$ cat src/design/mie_pkg.sv
`timescale 1ns / 1ps

package mie_pkg;

   localparam logic [4:0] MODE_LUI    = 5'd0;
   localparam logic [4:0] MODE_ORI    = 5'd1;
   localparam logic [4:0] MODE_ANDI   = 5'd2;
   localparam logic [4:0] MODE_XORI   = 5'd3;
   localparam logic [4:0] MODE_ADDI   = 5'd4;
   localparam logic [4:0] MODE_ADDIU  = 5'd5;
   localparam logic [4:0] MODE_SLTI   = 5'd6;
   localparam logic [4:0] MODE_SLTIU  = 5'd7;
   localparam logic [4:0] MODE_BEQ    = 5'd8;
   localparam logic [4:0] MODE_BNE    = 5'd9;
   localparam logic [4:0] MODE_BGEZ   = 5'd10;
   localparam logic [4:0] MODE_BLTZ   = 5'd11;
   localparam logic [4:0] MODE_BLTZAL = 5'd12;
   localparam logic [4:0] MODE_BGEZAL = 5'd13;
   localparam logic [4:0] MODE_BGTZ   = 5'd14;
   localparam logic [4:0] MODE_BLEZ   = 5'd15;
   localparam logic [4:0] MODE_LB     = 5'd16;
   localparam logic [4:0] MODE_LBU    = 5'd17;
   localparam logic [4:0] MODE_LH     = 5'd18;
   localparam logic [4:0] MODE_LHU    = 5'd19;
   localparam logic [4:0] MODE_LW     = 5'd20;
   localparam logic [4:0] MODE_SB     = 5'd21;
   localparam logic [4:0] MODE_SH     = 5'd22;
   localparam logic [4:0] MODE_SW     = 5'd23;

   localparam logic [1:0] MEM_OP_NONE  = 2'd0;
   localparam logic [1:0] MEM_OP_LOAD  = 2'd1;
   localparam logic [1:0] MEM_OP_STORE = 2'd2;

   localparam logic [2:0] MEM_SIZE_NONE = 3'd0;
   localparam logic [2:0] MEM_SIZE_BYTE = 3'd1;
   localparam logic [2:0] MEM_SIZE_HALF = 3'd2;
   localparam logic [2:0] MEM_SIZE_WORD = 3'd4;

   localparam logic [1:0] EXC_NONE     = 2'd0;
   localparam logic [1:0] EXC_OVERFLOW = 2'd1;
   localparam logic [1:0] EXC_ADDR_LD  = 2'd2;
   localparam logic [1:0] EXC_ADDR_ST  = 2'd3;

   localparam logic [4:0]  LINK_REG          = 5'd31;
   localparam logic [31:0] LINK_OFFSET       = 32'd8;
   localparam logic [31:0] TRAP_ADDRESS_INIT = 32'hBFC0_0380;

   typedef struct packed {
      logic [4:0]  mode;
      logic [31:0] instruction;
      logic [31:0] rs_value;
      logic [31:0] rt_value;
      logic [31:0] pc;
      logic        status_exl;
   } req_type;

   typedef struct packed {
      logic        reg_write;
      logic [4:0]  dest_reg;
      logic [31:0] reg_value;
      logic        pc_redirect;
      logic [31:0] new_pc;
      logic [1:0]  mem_op;
      logic [2:0]  mem_size;
      logic [31:0] mem_addr;
      logic [31:0] store_data;
      logic        load_signed;
      logic [1:0]  exc_code;
      logic        trap_taken;
   } rsp_type;

endpackage

$ cat src/design/mie_alu.sv
`timescale 1ns / 1ps

module mie_alu (
   input  mie_pkg::req_type req,
   input  logic [31:0]      trap_address,
   output mie_pkg::rsp_type rsp
);

   logic [4:0]  rt_num;
   logic [31:0] zimm;
   logic [31:0] simm;
   logic [31:0] sum;
   logic [31:0] target;
   logic        overflow;
   logic        rs_neg;
   logic        rs_zero;
   logic        take;
   logic        fault;
   logic        misaligned;
   logic [2:0]  size;

   assign rt_num   = req.instruction[20:16];
   assign zimm     = {16'h0000, req.instruction[15:0]};
   assign simm     = {{16{req.instruction[15]}}, req.instruction[15:0]};
   assign sum      = req.rs_value + simm;
   assign target   = req.pc + {simm[29:0], 2'b00};
   assign overflow = (req.rs_value[31] == simm[31]) && (sum[31] != req.rs_value[31]);
   assign rs_neg   = req.rs_value[31];
   assign rs_zero  = (req.rs_value == 32'h0000_0000);

   always_comb begin
      case (req.mode)
         mie_pkg::MODE_LB, mie_pkg::MODE_LBU, mie_pkg::MODE_SB: begin
            size = mie_pkg::MEM_SIZE_BYTE;
         end
         mie_pkg::MODE_LH, mie_pkg::MODE_LHU, mie_pkg::MODE_SH: begin
            size = mie_pkg::MEM_SIZE_HALF;
         end
         default: begin
            size = mie_pkg::MEM_SIZE_WORD;
         end
      endcase
   end

   always_comb begin
      case (size)
         mie_pkg::MEM_SIZE_BYTE: misaligned = 1'b0;
         mie_pkg::MEM_SIZE_HALF: misaligned = sum[0];
         default:                misaligned = |sum[1:0];
      endcase
   end

   always_comb begin
      rsp   = '0;
      take  = 1'b0;
      fault = 1'b0;
      case (req.mode)
         mie_pkg::MODE_LUI: begin
            rsp.reg_write = 1'b1;
            rsp.dest_reg  = rt_num;
            rsp.reg_value = {req.instruction[15:0], 16'h0000};
         end
         mie_pkg::MODE_ORI: begin
            rsp.reg_write = 1'b1;
            rsp.dest_reg  = rt_num;
            rsp.reg_value = req.rs_value | zimm;
         end
         mie_pkg::MODE_ANDI: begin
            rsp.reg_write = 1'b1;
            rsp.dest_reg  = rt_num;
            rsp.reg_value = req.rs_value & zimm;
         end
         mie_pkg::MODE_XORI: begin
            rsp.reg_write = 1'b1;
            rsp.dest_reg  = rt_num;
            rsp.reg_value = req.rs_value ^ zimm;
         end
         mie_pkg::MODE_ADDI: begin
            if (overflow) begin
               fault = 1'b1;
               rsp.exc_code = mie_pkg::EXC_OVERFLOW;
            end else begin
               rsp.reg_write = 1'b1;
               rsp.dest_reg  = rt_num;
               rsp.reg_value = sum;
            end
         end
         mie_pkg::MODE_ADDIU: begin
            rsp.reg_write = 1'b1;
            rsp.dest_reg  = rt_num;
            rsp.reg_value = sum;
         end
         mie_pkg::MODE_SLTI: begin
            rsp.reg_write = 1'b1;
            rsp.dest_reg  = rt_num;
            rsp.reg_value = {31'h0, ($signed(req.rs_value) < $signed(simm))};
         end
         mie_pkg::MODE_SLTIU: begin
            rsp.reg_write = 1'b1;
            rsp.dest_reg  = rt_num;
            rsp.reg_value = {31'h0, (req.rs_value < simm)};
         end
         mie_pkg::MODE_BEQ:  take = (req.rs_value == req.rt_value);
         mie_pkg::MODE_BNE:  take = (req.rs_value != req.rt_value);
         mie_pkg::MODE_BGEZ: take = !rs_neg;
         mie_pkg::MODE_BLTZ: take = rs_neg;
         mie_pkg::MODE_BLTZAL: begin
            take          = rs_neg;
            rsp.reg_write = 1'b1;
            rsp.dest_reg  = mie_pkg::LINK_REG;
            rsp.reg_value = req.pc + mie_pkg::LINK_OFFSET;
         end
         mie_pkg::MODE_BGEZAL: begin
            take          = !rs_neg;
            rsp.reg_write = 1'b1;
            rsp.dest_reg  = mie_pkg::LINK_REG;
            rsp.reg_value = req.pc + mie_pkg::LINK_OFFSET;
         end
         mie_pkg::MODE_BGTZ: take = !rs_neg && !rs_zero;
         mie_pkg::MODE_BLEZ: take = rs_neg || rs_zero;
         mie_pkg::MODE_LB, mie_pkg::MODE_LBU, mie_pkg::MODE_LH, mie_pkg::MODE_LHU,
         mie_pkg::MODE_LW: begin
            rsp.mem_addr = sum;
            rsp.dest_reg = rt_num;
            if (misaligned) begin
               fault = 1'b1;
               rsp.exc_code = mie_pkg::EXC_ADDR_LD;
            end else begin
               rsp.mem_op      = mie_pkg::MEM_OP_LOAD;
               rsp.mem_size    = size;
               rsp.load_signed = (req.mode == mie_pkg::MODE_LB) ||
                                 (req.mode == mie_pkg::MODE_LH);
            end
         end
         mie_pkg::MODE_SB, mie_pkg::MODE_SH, mie_pkg::MODE_SW: begin
            rsp.mem_addr = sum;
            if (misaligned) begin
               fault = 1'b1;
               rsp.exc_code = mie_pkg::EXC_ADDR_ST;
            end else begin
               rsp.mem_op     = mie_pkg::MEM_OP_STORE;
               rsp.mem_size   = size;
               rsp.store_data = req.rt_value;
            end
         end
         default: begin
            rsp = '0;
         end
      endcase

      if (fault && req.status_exl) begin
         rsp.exc_code = mie_pkg::EXC_NONE;
      end
      if (take) begin
         rsp.pc_redirect = 1'b1;
         rsp.new_pc      = target;
      end
      if (fault && !req.status_exl) begin
         rsp.trap_taken  = 1'b1;
         rsp.pc_redirect = 1'b1;
         rsp.new_pc      = trap_address;
      end
   end

endmodule

$ cat src/design/mips_itype_execute.sv
`timescale 1ns / 1ps

// Execute stage for MIPS32 I-type operations. One instruction beat is accepted per clock
// while req_stall stays low. The accepting edge loads the beat into an input register.
// Combinational adder and compare logic evaluates it, and the result register then takes
// the outcome unless it holds a stalled beat. The result register holds the beat until it
// is taken. Throughput is one beat per cycle while rsp_stall stays low. While a result is
// stalled, the input register can still take one more beat. Once that register also holds
// a beat, req_stall follows rsp_stall in the same cycle. The trap vector is written through
// the csr port and must only change while no beats are in flight.
module mips_itype_execute (
   input  logic             clock,
   input  logic             reset,
   input  logic             req_valid,
   output logic             req_stall,
   input  mie_pkg::req_type req_data,
   output logic             rsp_valid,
   input  logic             rsp_stall,
   output mie_pkg::rsp_type rsp_data,
   input  logic             csr_write_enable,
   input  logic [31:0]      csr_write_data
);

   mie_pkg::req_type req_ff;
   logic             req_valid_ff;
   logic             req_valid_in;
   mie_pkg::rsp_type rsp_ff;
   mie_pkg::rsp_type rsp_in;
   logic             rsp_valid_ff;
   logic             rsp_valid_in;
   logic [31:0]      trap_address_ff;
   logic             rsp_hold;
   logic             req_hold;

   assign rsp_hold     = rsp_valid_ff & rsp_stall;
   assign req_hold     = req_valid_ff & rsp_hold;
   assign req_stall    = req_hold;
   assign req_valid_in = req_hold ? 1'b1 : req_valid;
   assign rsp_valid_in = rsp_hold ? 1'b1 : req_valid_ff;

   mie_alu alu (
      .req          (req_ff),
      .trap_address (trap_address_ff),
      .rsp          (rsp_in)
   );

   always_ff @(posedge clock) begin
      if (reset) begin
         req_valid_ff    <= 1'b0;
         rsp_valid_ff    <= 1'b0;
         trap_address_ff <= mie_pkg::TRAP_ADDRESS_INIT;
      end else begin
         req_valid_ff <= req_valid_in;
         rsp_valid_ff <= rsp_valid_in;
         if (csr_write_enable) begin
            trap_address_ff <= csr_write_data;
         end
      end
   end

   always_ff @(posedge clock) begin
      if (!req_hold) begin
         req_ff <= req_data;
      end
      if (!rsp_hold) begin
         rsp_ff <= rsp_in;
      end
   end

   assign rsp_valid = rsp_valid_ff;
   assign rsp_data  = rsp_ff;

`ifndef SYNTHESIS
   assert property (@(posedge clock) disable iff (reset)
      req_valid_ff && rsp_valid_ff && rsp_stall |=> req_valid_ff && $stable(req_ff))
      else $error("Held input beat was lost while the result was stalled.");

   assert property (@(posedge clock) disable iff (reset)
      rsp_valid_ff && !rsp_stall && req_valid_ff |=> rsp_valid_ff)
      else $error("Input beat did not advance into the result register.");

   assert property (@(posedge clock) disable iff (reset)
      rsp_valid && rsp_data.trap_taken |->
         rsp_data.pc_redirect && rsp_data.new_pc == trap_address_ff &&
         rsp_data.exc_code != mie_pkg::EXC_NONE)
      else $error("Trap result without redirect to the vector or exception code.");

   assert property (@(posedge clock) disable iff (reset)
      rsp_valid && rsp_data.trap_taken |->
         !rsp_data.reg_write && rsp_data.mem_op == mie_pkg::MEM_OP_NONE)
      else $error("Trapped instruction still writes a register or issues memory access.");

   assert property (@(posedge clock) disable iff (reset)
      rsp_valid && rsp_data.mem_op == mie_pkg::MEM_OP_NONE |->
         rsp_data.mem_size == mie_pkg::MEM_SIZE_NONE && !rsp_data.load_signed)
      else $error("Memory size or sign given without a memory access.");
`endif

endmodule

$ cat config.mk
export PLATFORM = sky130hd
export DESIGN_NAME = mips_itype_execute
export DESIGN_NICKNAME = d
export VERILOG_FILES = /design/src/design/mie_pkg.sv /design/src/design/mie_alu.sv /design/src/design/mips_itype_execute.sv
export SDC_FILE = /design/constraint.sdc
export NUM_CORES = 1
export LEC_CHECK = 0
export BUFFER_PORTS_ARGS = -buffer_cell sky130_fd_sc_hd__buf_4
export CAP_MARGIN = 40
export CORE_ASPECT_RATIO = 0.7
export CORE_MARGIN = 8
export CORE_UTILIZATION = 60
export CTS_CLUSTER_SIZE = 20
export DETAILED_ROUTE_END_ITERATION = 16
export PLACE_DENSITY = 0.86
export SLEW_MARGIN = 20
export SYNTH_ARGS = -nofsm -noshare
export SYNTH_HDL_FRONTEND = slang
export SYNTH_SLANG_ARGS = --single-unit
$ cat constraint.sdc
create_clock -name clock -period 8.4 [get_ports clock]
set_input_delay 0.42 -clock clock [delete_from_list [all_inputs] [get_ports clock]]
set_output_delay 0.42 -clock clock [all_outputs]
set_load 0.02 [all_outputs]
==> reports/results.md <==
| Parameter | This run |
|---|---|
| Most frequent cell after synthesis | edfxtp_1 |
| Period Utilization, post-route | 54.1% |
| Cell at the root of the clock tree | clkbuf_16 |
| NumNets Final | 1937 |
| Area of the placeable core | 26400 sq um |
| Later-pin clock latency in the skew report | 0.58 ns |
| Global Route Usage Sum | 29.1% |
| Clock transition time at the flip-flop clock pins of the worst setup and hold paths | 0.07 ns |
| Post-route cell area | 19700 sq um |
| Number of enable-type register cells in the synthesized netlist | 267 |
| Cell types with the highest counts after synthesis | 267 x edfxtp_1, 129 x nor2_1, 111 x ha_1 |
| Hold violation count in the final report | 0 |
| Number of flip-flops and latches in the synthesized netlist | 301 |
| Total DRC errors in the routed layout | 0 |
| Final antenna-violating net count | 0 |
| Die width | 211 um |
| Area delta synth->final | 23.6% |
| Post-DR wirelength/cell | 23.8 um |
| Relative slew margins | 40.3% |
| Share of cells above drive strength 1 | 23.2% |
| Total congestion overflow after global routing | 0 |
| Peak clock frequency supported by timing | 0.220 GHz |
| Synthesis Warnings | 0 |
| CP Class | reg -> reg |
| Minimum clock period | 4.55 ns |
| Routed via count | 12500 |
| Gate count after technology mapping | 1350 |
| Vert. Die Dim | 152 um |
| Total area of multi-input combinational cells | 6810 sq um |
| Effective utilization at floorplan | 60.4% |
| Req. time, crit path | 8.71 ns |
| Count of antenna diodes in the layout | 0 |
| Synthesized net count | 1634 |
| Dominant cells by area after synthesis | edfxtp_1 50%, ha_1 8.7%, dfxtp_1 4.3% |
| H-tree levels | 1 |
| Synth async-reset ratio | 0% |
| Post-detailed-placement cell area | 18600 sq um |
| Synth Area per Inst | 11.8 sq um |
| Initial DRC Count | 1270 |
| Maximum number of pins on one net before global-route repair | 60 |
| Final clock skew | 0.0191 ns |
| FF/Latch Area | 8700 sq um |
| # Max-Cap Violations | 0 |
| Crit end category | register |
| Number of hold buffers added after CTS | 0 |
| Pins over their slew limit | 0 |
| Setup repair after global routing missed its margin | false |
| Largest fanout on the critical path | 34 |
| Die ar. | 32100 sq um |
| IR Drop Worst-Case VDD | 0.157 mV |
| Vias in the first global route | 12200 |
| Initial antenna violation count | 0 |
| IO buf count | 305 |
| Bufs on Longest Clock Path | 3 |
| Clk sinks | 301 |
| PwrDens | 201 nW/um^2 |
| Lkg Pwr | 8.59 nW |
| Count of endpoints failing setup in the final report | 0 |
| Setup repair bufs after CTS | 0 |
| Worst Tran Pin Value | 0.887 ns |
| Number of detailed-route iterations in the first pass | 6 |
| Arrival time reported for the critical path endpoint | 4.86 ns |
| Post-route setup TNS | 0 ns |
| Top cell type's share of synthesized area | 50.3% |
| Cell type contributing the most total cell area after synthesis | edfxtp_1 |
| Post-synth design cell area | 15900 sq um |
| Run status | finished, final reports clean |
| Number of buffers created by CTS | 29 |
| Vias per Instance | 6.15 |
| Crit path launch type | register |
| Number of fill cells | 1750 |
| Distinct cell type count of the synthesized netlist | 78 |
| Clock tree from TritonCTS | built |
| Flip-flop cell with the highest count after synthesis | edfxtp_1 |
| Sequential area share after synthesis | 54.6% |
| Wire length of the first global-routing pass | 72500 um |
| Row cnt | 50 |
| Hold Path Class | in -> reg |
| Post-DP HPWL | 35900 um |
| Routed wire length | 48600 um |
| Routability-driven placement congestion ratio | 0.942 |
| Cells resized by post-CTS repair | 0 |
| Ports | 317 |
## final cells by class
cell class              count  share of cell area, %
clock buffers              33                   3.86
clock inverters            21                   1.22
repair buffers            325                   12.7
well taps                 364                   2.31
multi-input cells         930                   34.5
inverters                  66                   1.26
flip-flops and latches    301                   44.1
## where the power goes
part	leakage [nW]	switching, mW	total (mW)	internal [mW]
Sequential	3.27	0.0902	1.84	1.75
Clock	0.479	0.582	1.39	0.805
Combinational	4.84	0.431	0.743	0.312
## per-stage QoR
stage | hold WS [ns] | cells | utilization (%) | power (mW) | setup WS, ns
after floorplan | 0.437 | 1350 | - | 2.28 | 3.56
after global placement | 0.475 | 1976 | 70.3 | 2.58 | 3.67
after detailed placement | 0.487 | 1980 | 70.6 | 2.59 | 4.00
after CTS | 0.000436 | 2034 | 74.4 | 3.97 | 3.97
after global routing | -0.000766 | 2040 | 74.6 | 4.10 | 3.50
final | 0.0188 | 2040 | 74.6 | 3.97 | 3.85
## cell families after synthesis
kind of cell	count (synthesis)	share of synthesized area [%]
adders and majority gates	113	8.96
and+or+nand+nor	385	12.2
DFF	301	54.6
muxes	21	1.33
AOI/OAI and AO/OA	296	13.5
buffers and inverters	119	3.03
xor gates and xnor gates	115	6.37
## metal layers
layer  wire length (um)  global-route usage (%)  part of all wire, %  up-vias
li1                   -                       -                    -     5658
met1              20000                    41.2                   41     6051
met2              21900                    44.3                   45      741
met4               1320                    7.78                  2.7        0
met3               5410                    7.19                   11       88
met5                  0                       0                    0        -
## flip-flops by register name, summed over array words and instances, names as in the netlist
name	cells
req_ff	123
req_valid_ff	1
rsp_data	144
rsp_valid	1
trap_address_ff	32
## layout by cell type (no fill, tap or decap), types with 6 or more instances in the layout
cell type	count
buf_4	316
o211ai_1	10
a31oi_1	9
a222oi_1	15
or2_2	6
xnor2_1	51
nand2_1	52
nor3_1	25
o221ai_1	13
a211oi_1	6
ha_1	111
mux2i_1	20
and3_1	11
o21bai_1	9
o21ai_0	43
nor4_1	21
inv_1	66
o31ai_1	6
edfxtp_1	267
a211o_1	15
xor2_1	63
nor2b_1	26
a21o_1	15
o21a_1	6
a21oi_1	56
or3_1	8
nor2_1	129
nand3_1	20
clkinv_1	6
nand2b_1	13
a22o_1	31
and2_1	36
a221oi_1	16
dfxtp_1	34
clkbuf_16	29
nand4_1	16
## critical path: stages (launching register included)
cell and delay, ns:
edfxtp_1 0.32, buf_4 0.38, inv_1 0.43, ha_1 0.58
nor2b_1 0.13, a2111oi_0 0.38, a21oi_1 0.16, o21ai_0 0.29
o211ai_2 0.19, xor2_2 0.24, a21o_2 0.67, o22ai_1 0.17
a211o_1 0.31
## path summary, 6_finish.rpt
check                      start                   to  slack (ns)  cells past startpoint
min                 req_data[78]           req_ff[78]        0.02                      1
max                  req_ff[112]        rsp_data[121]        3.85                     12
min reg2reg  trap_address_ff[21]  trap_address_ff[21]        0.49                      2
max reg2reg          req_ff[112]        rsp_data[121]        3.85                     12
Note: power is estimated with default switching activity, not from simulation.
